[config.mk]
export PLATFORM = sky130hd
export DESIGN_NAME = bc_texture_block_decoder_top
export DESIGN_NICKNAME = d
export VERILOG_FILES = /design/src/hw/rtl/bcd_pkg.sv /design/src/hw/rtl/bcd_palette_pipe.sv /design/src/hw/rtl/bcd_pixel_emit.sv /design/src/hw/rtl/bc_texture_block_decoder_top.sv
export VERILOG_INCLUDE_DIRS = /design/src /design/src/hw/rtl
export SDC_FILE = /design/constraint.sdc
export NUM_CORES = 2
export LEC_CHECK = 0
export ABC_CLOCK_PERIOD_IN_PS = 17600
export BUFFER_PORTS_ARGS = -buffer_cell sky130_fd_sc_hd__buf_2
export CAP_MARGIN = 40
export CORE_ASPECT_RATIO = 1.5
export CORE_UTILIZATION = 55
export CTS_BUF_LIST = sky130_fd_sc_hd__clkbuf_16
export DETAILED_ROUTE_END_ITERATION = 6
export PLACE_DENSITY = 0.72
export SYNTH_ARGS = -nofsm -noshare
export SYNTH_HDL_FRONTEND = slang
export SYNTH_SLANG_ARGS = --single-unit
[constraint.sdc]
create_clock -name clk_i -period 17.6 [get_ports clk_i]
set_input_delay 3.52 -clock clk_i [delete_from_list [all_inputs] [get_ports clk_i]]
set_output_delay 3.52 -clock clk_i [all_outputs]
set_load 0.01 [all_outputs]
[src/hw/rtl/assert_macros.svh]
// Assertion macros used by the top level of the block decoder.
`ifndef ASSERT_MACROS_SVH
`define ASSERT_MACROS_SVH

// Concurrent assertion on an explicit clock and active-low reset.
`define BCD_ASSERT_CLK(label, clk, rst_n, prop, msg) \
  label: assert property (@(posedge clk) disable iff (!rst_n) prop) else $error(msg);

// Same, on the block's own clock and reset.
`define BCD_ASSERT(label, prop, msg) \
  `BCD_ASSERT_CLK(label, clk_i, rst_ni, prop, msg)

`endif

[src/hw/rtl/bcd_pkg.sv]
// Shared types and constants of the S3TC block decoder.
package bcd_pkg;

  localparam int unsigned MaxSide = 16384;
  localparam int SideW = 15;

  // Reciprocal multipliers for the divisions by 3, 5 and 7.
  localparam int unsigned Recip3 = 683;
  localparam int unsigned Shift3 = 11;
  localparam int unsigned Recip5 = 3277;
  localparam int unsigned Recip7 = 2341;
  localparam int unsigned Shift57 = 14;

  typedef enum logic [1:0] {
    FMT_DXT1 = 2'd0,
    FMT_DXT3 = 2'd1,
    FMT_DXT5 = 2'd2
  } fmt_e;

  typedef enum logic [1:0] {
    REG_FORMAT = 2'd0,
    REG_WIDTH  = 2'd1,
    REG_HEIGHT = 2'd2
  } reg_idx_e;

  // Fully decoded block, handed from the palette pipeline to the emitter.
  typedef struct packed {
    logic [63:0]      aw;
    logic [31:0]      idx;
    logic [11:0]      col;
    logic [11:0]      row;
    logic [1:0]       fmt;
    logic [1:0]       last_x;
    logic [1:0]       last_y;
    logic             empty;
    logic [3:0][7:0]  r;
    logic [3:0][7:0]  g;
    logic [3:0][7:0]  b;
    logic [3:0][7:0]  a;
    logic [7:0][7:0]  at;
  } blk_t;

  typedef struct packed {
    logic take;
    logic load;
    logic active;
  } emit_stat_t;

endpackage

[src/hw/rtl/bcd_palette_pipe.sv]
// Three-stage pipeline: block capture and clipping, palette sums, palette divides.
module bcd_palette_pipe (
  input  logic                      clk_i,
  input  logic                      rst_ni,
  input  logic                      start,
  output logic                      busy,
  input  logic [63:0]               alpha_word_i,
  input  logic [63:0]               color_word_i,
  input  logic [11:0]               block_col_i,
  input  logic [11:0]               block_row_i,
  input  logic [1:0]                fmt_i,
  input  logic [bcd_pkg::SideW-1:0] lim_w_i,
  input  logic [bcd_pkg::SideW-1:0] lim_h_i,
  output bcd_pkg::blk_t             blk_o,
  output logic                      blk_valid_o,
  input  logic                      take_i
);

  typedef struct packed {
    logic [63:0] aw;
    logic [63:0] cw;
    logic [11:0] col;
    logic [11:0] row;
    logic [1:0]  fmt;
    logic [1:0]  last_x;
    logic [1:0]  last_y;
    logic        empty;
  } s1_t;

  typedef struct packed {
    logic [63:0]      aw;
    logic [31:0]      idx;
    logic [11:0]      col;
    logic [11:0]      row;
    logic [1:0]       fmt;
    logic [1:0]       last_x;
    logic [1:0]       last_y;
    logic             empty;
    logic             four;
    logic             mode7;
    logic [2:0][7:0]  e0;
    logic [2:0][7:0]  e1;
    logic [2:0][9:0]  num2;
    logic [2:0][9:0]  num3;
    logic [5:0][10:0] anum;
  } s2_t;

  logic v1_q, v2_q, v3_q;
  logic adv1, adv2, adv3;
  s1_t s1_d, s1_q;
  s2_t s2_d, s2_q;
  bcd_pkg::blk_t s3_d, s3_q;

  assign adv3 = !v3_q || take_i;
  assign adv2 = !v2_q || adv3;
  assign adv1 = !v1_q || adv2;
  assign busy = !adv1;

  // Stage 1: capture, count the columns and rows inside the image.
  localparam int SideW_L = bcd_pkg::SideW;
  logic [SideW_L-1:0] bx, by, dx, dy;
  logic out_x, out_y;

  always_comb begin
    bx = {1'b0, block_col_i, 2'b00};
    by = {1'b0, block_row_i, 2'b00};
    dx = lim_w_i - bx;
    dy = lim_h_i - by;
    out_x = (bx >= lim_w_i);
    out_y = (by >= lim_h_i);
    s1_d.aw = alpha_word_i;
    s1_d.cw = color_word_i;
    s1_d.col = block_col_i;
    s1_d.row = block_row_i;
    s1_d.fmt = fmt_i;
    s1_d.last_x = (dx >= SideW_L'(4)) ? 2'd3 : 2'(dx[1:0] - 2'd1);
    s1_d.last_y = (dy >= SideW_L'(4)) ? 2'd3 : 2'(dy[1:0] - 2'd1);
    s1_d.empty = out_x || out_y;
  end

  // Stage 2: widen endpoints, form the interpolation numerators.
  logic [15:0] c0, c1;
  logic [10:0] a0w, a1w;

  always_comb begin
    c0 = s1_q.cw[15:0];
    c1 = s1_q.cw[31:16];
    a0w = {3'b000, s1_q.aw[7:0]};
    a1w = {3'b000, s1_q.aw[15:8]};
    s2_d.aw = s1_q.aw;
    s2_d.idx = s1_q.cw[63:32];
    s2_d.col = s1_q.col;
    s2_d.row = s1_q.row;
    s2_d.fmt = s1_q.fmt;
    s2_d.last_x = s1_q.last_x;
    s2_d.last_y = s1_q.last_y;
    s2_d.empty = s1_q.empty;
    s2_d.four = (s1_q.fmt != bcd_pkg::FMT_DXT1) || (c0 > c1);
    s2_d.mode7 = s1_q.aw[7:0] > s1_q.aw[15:8];
    s2_d.e0[0] = {c0[15:11], c0[15:13]};
    s2_d.e0[1] = {c0[10:5], c0[10:9]};
    s2_d.e0[2] = {c0[4:0], c0[4:2]};
    s2_d.e1[0] = {c1[15:11], c1[15:13]};
    s2_d.e1[1] = {c1[10:5], c1[10:9]};
    s2_d.e1[2] = {c1[4:0], c1[4:2]};
    for (int k = 0; k < 3; k++) begin
      if (s2_d.four) begin
        s2_d.num2[k] = {1'b0, s2_d.e0[k], 1'b0} + {2'b00, s2_d.e1[k]} + 10'd1;
      end else begin
        s2_d.num2[k] = {2'b00, s2_d.e0[k]} + {2'b00, s2_d.e1[k]};
      end
      s2_d.num3[k] = {2'b00, s2_d.e0[k]} + {1'b0, s2_d.e1[k], 1'b0} + 10'd1;
    end
    for (int i = 0; i < 6; i++) begin
      if (s2_d.mode7) begin
        s2_d.anum[i] = 11'(6 - i) * a0w + 11'(i + 1) * a1w + 11'd3;
      end else if (i < 4) begin
        s2_d.anum[i] = 11'(4 - i) * a0w + 11'(i + 1) * a1w + 11'd2;
      end else begin
        s2_d.anum[i] = 11'd0;
      end
    end
  end

  // Stage 3: reciprocal divides, assemble the palettes.
  logic [2:0][19:0] p2, p3;
  logic [5:0][23:0] p7, p5;

  always_comb begin
    s3_d.aw = s2_q.aw;
    s3_d.idx = s2_q.idx;
    s3_d.col = s2_q.col;
    s3_d.row = s2_q.row;
    s3_d.fmt = s2_q.fmt;
    s3_d.last_x = s2_q.last_x;
    s3_d.last_y = s2_q.last_y;
    s3_d.empty = s2_q.empty;
    for (int k = 0; k < 3; k++) begin
      p2[k] = 20'(s2_q.num2[k]) * 20'(bcd_pkg::Recip3);
      p3[k] = 20'(s2_q.num3[k]) * 20'(bcd_pkg::Recip3);
    end
    s3_d.r[0] = s2_q.e0[0];
    s3_d.g[0] = s2_q.e0[1];
    s3_d.b[0] = s2_q.e0[2];
    s3_d.r[1] = s2_q.e1[0];
    s3_d.g[1] = s2_q.e1[1];
    s3_d.b[1] = s2_q.e1[2];
    if (s2_q.four) begin
      s3_d.r[2] = 8'(p2[0] >> bcd_pkg::Shift3);
      s3_d.g[2] = 8'(p2[1] >> bcd_pkg::Shift3);
      s3_d.b[2] = 8'(p2[2] >> bcd_pkg::Shift3);
      s3_d.r[3] = 8'(p3[0] >> bcd_pkg::Shift3);
      s3_d.g[3] = 8'(p3[1] >> bcd_pkg::Shift3);
      s3_d.b[3] = 8'(p3[2] >> bcd_pkg::Shift3);
    end else begin
      s3_d.r[2] = s2_q.num2[0][8:1];
      s3_d.g[2] = s2_q.num2[1][8:1];
      s3_d.b[2] = s2_q.num2[2][8:1];
      s3_d.r[3] = 8'd0;
      s3_d.g[3] = 8'd0;
      s3_d.b[3] = 8'd0;
    end
    s3_d.a[0] = 8'd255;
    s3_d.a[1] = 8'd255;
    s3_d.a[2] = 8'd255;
    s3_d.a[3] = s2_q.four ? 8'd255 : 8'd0;
    s3_d.at[0] = s2_q.aw[7:0];
    s3_d.at[1] = s2_q.aw[15:8];
    for (int i = 0; i < 6; i++) begin
      p7[i] = 24'(s2_q.anum[i]) * 24'(bcd_pkg::Recip7);
      p5[i] = 24'(s2_q.anum[i]) * 24'(bcd_pkg::Recip5);
      if (s2_q.mode7) begin
        s3_d.at[i + 2] = 8'(p7[i] >> bcd_pkg::Shift57);
      end else if (i < 4) begin
        s3_d.at[i + 2] = 8'(p5[i] >> bcd_pkg::Shift57);
      end else if (i == 4) begin
        s3_d.at[i + 2] = 8'd0;
      end else begin
        s3_d.at[i + 2] = 8'd255;
      end
    end
  end

  always_ff @(posedge clk_i or negedge rst_ni) begin
    if (!rst_ni) begin
      v1_q <= 1'b0;
      v2_q <= 1'b0;
      v3_q <= 1'b0;
    end else begin
      if (adv1) v1_q <= start;
      if (adv2) v2_q <= v1_q;
      if (adv3) v3_q <= v2_q;
    end
  end

  always_ff @(posedge clk_i) begin
    if (adv1) s1_q <= s1_d;
    if (adv2) s2_q <= s2_d;
    if (adv3) s3_q <= s3_d;
  end

  assign blk_o = s3_q;
  assign blk_valid_o = v3_q;

endmodule

[src/hw/rtl/bcd_pixel_emit.sv]
// Pixel emitter: walks the clipped 4x4 block, one registered pixel a cycle.
module bcd_pixel_emit (
  input  logic                clk_i,
  input  logic                rst_ni,
  input  bcd_pkg::blk_t       blk_i,
  input  logic                blk_valid_i,
  output bcd_pkg::emit_stat_t stat_o,
  output logic                result_valid_o,
  output logic [13:0]         pixel_x_o,
  output logic [13:0]         pixel_y_o,
  output logic [7:0]          red_o,
  output logic [7:0]          green_o,
  output logic [7:0]          blue_o,
  output logic [7:0]          alpha_o,
  output logic                last_of_block_o
);

  bcd_pkg::blk_t blk_q;
  logic active_q, active_d;
  logic [1:0] px_q, px_d, py_q, py_d;
  logic last_now, take, load;

  logic [3:0] pix;
  logic [1:0] ci;
  logic [3:0] nib;
  logic [2:0] ai;
  logic [5:0] abase;
  logic [7:0] alpha_d;

  logic valid_q;
  logic [13:0] x_q, y_q;
  logic [7:0] r_q, g_q, b_q, a_q;
  logic last_q;

  assign last_now = active_q && (px_q == blk_q.last_x) && (py_q == blk_q.last_y);
  assign take = blk_valid_i && (blk_i.empty || !active_q || last_now);
  assign load = take && !blk_i.empty;

  always_comb begin
    active_d = active_q;
    px_d = px_q;
    py_d = py_q;
    if (load) begin
      active_d = 1'b1;
      px_d = 2'd0;
      py_d = 2'd0;
    end else if (last_now) begin
      active_d = 1'b0;
    end else if (active_q) begin
      if (px_q == blk_q.last_x) begin
        px_d = 2'd0;
        py_d = py_q + 2'd1;
      end else begin
        px_d = px_q + 2'd1;
      end
    end
  end

  // Current pixel: index fields sit at 2, 4 and 3 bits per pixel.
  always_comb begin
    pix = {py_q, px_q};
    ci = blk_q.idx[{pix, 1'b0} +: 2];
    nib = blk_q.aw[{pix, 2'b00} +: 4];
    abase = 6'd16 + 6'd3 * {2'b00, pix};
    ai = blk_q.aw[abase +: 3];
    if (blk_q.fmt == bcd_pkg::FMT_DXT1) begin
      alpha_d = blk_q.a[ci];
    end else if (blk_q.fmt == bcd_pkg::FMT_DXT3) begin
      alpha_d = {nib, nib};
    end else begin
      alpha_d = blk_q.at[ai];
    end
  end

  always_ff @(posedge clk_i or negedge rst_ni) begin
    if (!rst_ni) begin
      active_q <= 1'b0;
      px_q <= 2'd0;
      py_q <= 2'd0;
      valid_q <= 1'b0;
    end else begin
      active_q <= active_d;
      px_q <= px_d;
      py_q <= py_d;
      valid_q <= active_q;
    end
  end

  always_ff @(posedge clk_i) begin
    if (load) blk_q <= blk_i;
    x_q <= {blk_q.col, px_q};
    y_q <= {blk_q.row, py_q};
    r_q <= blk_q.r[ci];
    g_q <= blk_q.g[ci];
    b_q <= blk_q.b[ci];
    a_q <= alpha_d;
    last_q <= last_now;
  end

  assign stat_o.take = take;
  assign stat_o.load = load;
  assign stat_o.active = active_q;

  assign result_valid_o = valid_q;
  assign pixel_x_o = x_q;
  assign pixel_y_o = y_q;
  assign red_o = r_q;
  assign green_o = g_q;
  assign blue_o = b_q;
  assign alpha_o = a_q;
  assign last_of_block_o = last_q;

endmodule

[src/hw/rtl/bc_texture_block_decoder_top.sv]
// Top level of the S3TC (DXT1/DXT3/DXT5) block decoder with APB config port.
`include "assert_macros.svh"

// S3TC block decoder. A block word is taken on an edge with start high and
// busy low. Three pipeline stages (capture and clip, palette sums, palette
// divides) feed a pixel emitter, which sends the block's pixels that fall
// inside the image in row order, one pixel per cycle on result_valid_o,
// with last_of_block_o on the final one. The receiver cannot stall: each
// pixel is on the ports for exactly one cycle. The emitter sets the pace:
// it holds each block until its visible pixels are sent, and the next block
// is loaded on the cycle its last pixel goes out, so interior blocks stream
// with no gap while the pipeline has the next one ready. A block that lies
// wholly outside the image is taken as soon as it is offered and emits nothing.
// When the emitter is free, the first pixel of a block reaches the ports
// via the stage registers, then the emitter's state and output registers.
// busy rises once all three stages hold a block that cannot move on.
// Configuration (format, width, height) must only be written while the
// decoder is idle; widths and heights above 16384 are taken as 16384.
module bc_texture_block_decoder_top (
  input  logic        clk_i,
  input  logic        rst_ni,
  // command side
  input  logic        start,
  output logic        busy,
  input  logic [63:0] alpha_word_i,
  input  logic [63:0] color_word_i,
  input  logic [11:0] block_col_i,
  input  logic [11:0] block_row_i,
  // result side
  output logic        result_valid_o,
  output logic [13:0] pixel_x_o,
  output logic [13:0] pixel_y_o,
  output logic [7:0]  red_o,
  output logic [7:0]  green_o,
  output logic [7:0]  blue_o,
  output logic [7:0]  alpha_o,
  output logic        last_of_block_o,
  // APB configuration port
  input  logic        psel,
  input  logic        penable,
  input  logic        pwrite,
  input  logic [3:0]  paddr,
  input  logic [31:0] pwdata,
  output logic [31:0] prdata,
  output logic        pready
);

  localparam int SideW = bcd_pkg::SideW;

  logic [1:0]       fmt_q;
  logic [SideW-1:0] width_q, height_q;
  logic [SideW-1:0] lim_w, lim_h;
  logic             cfg_wr;

  bcd_pkg::blk_t       blk;
  logic                blk_valid;
  bcd_pkg::emit_stat_t emit_stat;

  // Register file: word index from paddr[3:2]; other indexes are ignored.
  assign pready = 1'b1;
  assign cfg_wr = psel && penable && pwrite;

  always_ff @(posedge clk_i or negedge rst_ni) begin
    if (!rst_ni) begin
      fmt_q <= bcd_pkg::FMT_DXT1;
      width_q <= SideW'(1);
      height_q <= SideW'(1);
    end else if (cfg_wr) begin
      case (paddr[3:2])
        bcd_pkg::REG_FORMAT: fmt_q <= pwdata[1:0];
        bcd_pkg::REG_WIDTH:  width_q <= pwdata[SideW-1:0];
        bcd_pkg::REG_HEIGHT: height_q <= pwdata[SideW-1:0];
        default: ;
      endcase
    end
  end

  always_comb begin
    case (paddr[3:2])
      bcd_pkg::REG_FORMAT: prdata = {30'd0, fmt_q};
      bcd_pkg::REG_WIDTH:  prdata = {{(32 - SideW){1'b0}}, width_q};
      bcd_pkg::REG_HEIGHT: prdata = {{(32 - SideW){1'b0}}, height_q};
      default:             prdata = 32'd0;
    endcase
  end

  // Clamp the image size to the largest supported side.
  assign lim_w = (width_q > SideW'(bcd_pkg::MaxSide)) ? SideW'(bcd_pkg::MaxSide) : width_q;
  assign lim_h = (height_q > SideW'(bcd_pkg::MaxSide)) ? SideW'(bcd_pkg::MaxSide) : height_q;

  bcd_palette_pipe u_pipe (
    .clk_i        (clk_i),
    .rst_ni       (rst_ni),
    .start        (start),
    .busy         (busy),
    .alpha_word_i (alpha_word_i),
    .color_word_i (color_word_i),
    .block_col_i  (block_col_i),
    .block_row_i  (block_row_i),
    .fmt_i        (fmt_q),
    .lim_w_i      (lim_w),
    .lim_h_i      (lim_h),
    .blk_o        (blk),
    .blk_valid_o  (blk_valid),
    .take_i       (emit_stat.take)
  );

  bcd_pixel_emit u_emit (
    .clk_i           (clk_i),
    .rst_ni          (rst_ni),
    .blk_i           (blk),
    .blk_valid_i     (blk_valid),
    .stat_o          (emit_stat),
    .result_valid_o  (result_valid_o),
    .pixel_x_o       (pixel_x_o),
    .pixel_y_o       (pixel_y_o),
    .red_o           (red_o),
    .green_o         (green_o),
    .blue_o          (blue_o),
    .alpha_o         (alpha_o),
    .last_of_block_o (last_of_block_o)
  );

  // Pixels of one block leave back to back, with no gap, until the last.
  property p_block_contiguous;
    result_valid_o && !last_of_block_o |=> result_valid_o;
  endproperty

  // Within a block, the next pixel is to the right, or starts the next row.
  property p_row_order;
    result_valid_o && !last_of_block_o |=>
      (pixel_x_o == $past(pixel_x_o) + 14'd1 && pixel_y_o == $past(pixel_y_o)) ||
      (pixel_x_o[1:0] == 2'd0 && pixel_y_o == $past(pixel_y_o) + 14'd1);
  endproperty

  `BCD_ASSERT(a_block_contiguous, p_block_contiguous, "gap inside a block")

  `BCD_ASSERT(a_row_order, p_row_order, "pixel out of row order")

  // A loaded block always puts out its first pixel after the emitter's state and output registers.
  `BCD_ASSERT(a_load_emits, emit_stat.load |=> ##1 result_valid_o, "loaded block emitted nothing")

  // The emitter only takes a word that the pipeline offers.
  `BCD_ASSERT(a_take_valid, emit_stat.take |-> blk_valid, "take without a valid block")

endmodule

==> impl_metrics.tcl <==
set metrics [dict create \
    drtIter0Drc 2102 \
    overflow 0 \
    ys_seq_elements 1058 \
    io_pins 290 \
    rr_worst_depth 19 \
    grt_pass1_vias 46000 \
    cts-root-buf "clkbuf_16" \
    drive_gt1_share_pct 9.85 \
    routed_wl_um 153000 \
    port_buffers 252 \
    final_area_um2 79400 \
    fmax_ghz 0.119 \
    fin_crit_ns 8.39 \
    synth_top_area_share_pct 39.6 \
    setup-violations-final 0 \
    clock_path_buffers 3 \
    grt_pass1_wl_um 243000 \
    gp_congestion 0.897 \
    vias 43300 \
    worstSetupStartpointType "input port" \
    synth_area_um2 72500 \
    post_cts_buffers 0 \
    htree_num_levels 3 \
    yosysWarnings 0 \
    crit_required_ns 14.08 \
    path_class "in -> out" \
    finClkSkew_ns 0.0742 \
    grt_max_degree 81 \
    core_um2 130000 \
    start_util_pct 55.6 \
    via_per_inst 5.50 \
    dp.cells 7672 \
    post_drt_wl_per_cell_um 19.4 \
    antenna_found_initial 22 \
    n_fill_cell 10100 \
    place_area_um2 75900 \
    synth_edf_count 956 \
    synthTopCellsByCount "1218 x ha_1, 1017 x inv_1, 956 x edfxtp_1" \
    synth.avg_cell_area_um2 12.7 \
    die_area_um2 133000 \
    r2r_slack_ns 11.69 \
    synth_cells 5728 \
    cts_sinks 1058 \
    timing.hold.worst_path_depth 0 \
    slew_viol_final 0 \
    areaGrowthSynthToFinish_pct 9.52 \
    synth-main-ff-cell "edfxtp_1" \
    hp-class "reg -> reg" \
    layout.nets 7832 \
    path_max_fanout 15 \
    async_reset_ff_share_pct 3.88 \
    tightest_slew_ns 0.962 \
    rsz0062_at_grt "no" \
    tns_ns 0 \
    dieWidth_um 298 \
    relSlewSlack_pct 35.7 \
    synth.most_common_cell "ha_1" \
    holdWs_ns 0.342 \
    outcome "completed" \
    ctsResizeCount 0 \
    die_y_um 447 \
    regToRegStartpoint "u_pipe.s2_q[3]" \
    antenna_left 0 \
    first_pass_iters 7 \
    cts_hold_buf 0 \
    clk_pin_slew_ns 0.06 \
    endpoint_kind "output pin" \
    grt_usage_pct 23.5 \
    yosysTopAreaCell "edfxtp_1" \
    drv_cap 0 \
    arrival_ns 4.87 \
    dpl.hpwl_um 119000 \
    post-route-drc-count 0 \
    r2r-end "u_pipe.blk_o[23]" \
    rows 162 \
    hold_path_startpoint "u_emit.blk_q[215]" \
    final-hold-violation-count 0 \
    yosysSeqAreaShare_pct 42.7 \
    cts_made_buffers 100 \
    synth.distinct_cells 94 \
    cts_tree "done" \
    hold_end "u_emit.pixel_x_o[6]" \
    layoutNonFillerInstCount 7878 \
    insertion_delay_ns 0.76 \
    period_share_pct 47.7 \
    synthTopCellsByArea "edfxtp_1 40%, ha_1 21%, fa_1 10%" \
]
-- sequential cells by signal, indices dropped and copies added, names as in the netlist, 14 cells and up --
name,count
width_q,15
u_emit.pixel_y_o,14
u_emit.blk_q,255
u_pipe.blk_o,256
u_pipe.c0,16
u_emit.pixel_x_o,14
u_pipe.c1,16
u_pipe.s2_q,286
height_q,15
u_pipe.s1_q,111
-- worst max-delay path, cell delays in order --
cell and delay [ns]:
buf_2 0.14, nor2b_1 0.78, a22o_1 0.30, buf_2 0.14
-- kinds of logic after synthesis --
| group | synth area share [%] |
|---|---|
| buffers and inverters | 6.15 |
| multiplexers | 4.82 |
| flip-flops | 42.7 |
| other | 0.0104 |
| AO/OA/AOI/OAI | 6.66 |
| AND/OR/NAND/NOR | 4.84 |
| XOR/XNOR | 3.63 |
| adder cells (fa/ha/maj) | 31.2 |
-- metal layers --
metal	global-route usage (%)	wire, um
met1	26.4	58400
met2	43.9	81400
met3	2.55	5600
met4	11.4	7250
met5	0	25
-- worst max-delay path by stage --
stage	cells after the start	from	slack, ns	end
after CTS	4	paddr[3]	9.28	prdata[12]
after detailed placement	4	paddr[3]	9.28	prdata[12]
after global routing	4	paddr[3]	9.12	prdata[12]
after global placement	4	paddr[2]	9.34	prdata[2]
after floorplan	9	u_emit.px_q[0]	4.40	u_emit.blk_q[100]
final	4	paddr[3]	9.21	prdata[12]
-- stage by stage --
stage	util (%)	worst slack (ns)
final	60.9	9.21
after global routing	60.9	9.12
after CTS	60.9	9.28
after detailed placement	58.2	9.28
after global placement	58.1	9.34
after floorplan	-	4.40
-- cell usage in the layout, fill, tap and decap left out, types with 16 or more instances in the layout --
| cell | count |
|---|---|
| inv_1 | 1040 |
| dfrtp_1 | 38 |
| nand2_1 | 130 |
| edfxtp_1 | 956 |
| and3_1 | 26 |
| a21o_1 | 84 |
| nor3_1 | 52 |
| o21a_1 | 46 |
| a21boi_0 | 17 |
| buf_4 | 39 |
| clkbuf_16 | 100 |
| mux2_2 | 48 |
| nand2b_1 | 47 |
| ha_1 | 1217 |
| clkinv_1 | 18 |
| xor2_1 | 105 |
| nand4_1 | 25 |
| nor2_1 | 163 |
| dfxtp_1 | 61 |
| o21ai_0 | 156 |
| nor2b_1 | 74 |
| mux4_2 | 62 |
| buf_2 | 252 |
| a21oi_1 | 206 |
| o31ai_1 | 29 |
| mux2i_1 | 123 |
| conb_1 | 18 |
| xnor2_1 | 192 |
| diode_2 | 16 |
| nand3_1 | 54 |
| a31oi_1 | 21 |
| or3_1 | 21 |
| o21bai_1 | 39 |
| fa_1 | 368 |
-- area by class of cell --
| type | count | area [um^2] | area share [%] |
|---|---|---|---|
| clock buffer | 100 | 2500 | 3.15 |
| sequential | 1058 | 31000 | 39.0 |
| inverter | 1017 | 3820 | 4.82 |
| clock inverter | 90 | 950 | 1.20 |
| multi-input combinational | 3575 | 37200 | 46.8 |
| tap | 1722 | 2150 | 2.71 |
| antenna | 16 | 40.0 | 0.0504 |
| timing repair buffer | 300 | 1770 | 2.23 |
Power is left out: the tool's default activity adds up to more than one toggle a clock period on the data nets, which glitch-free logic cannot reach.
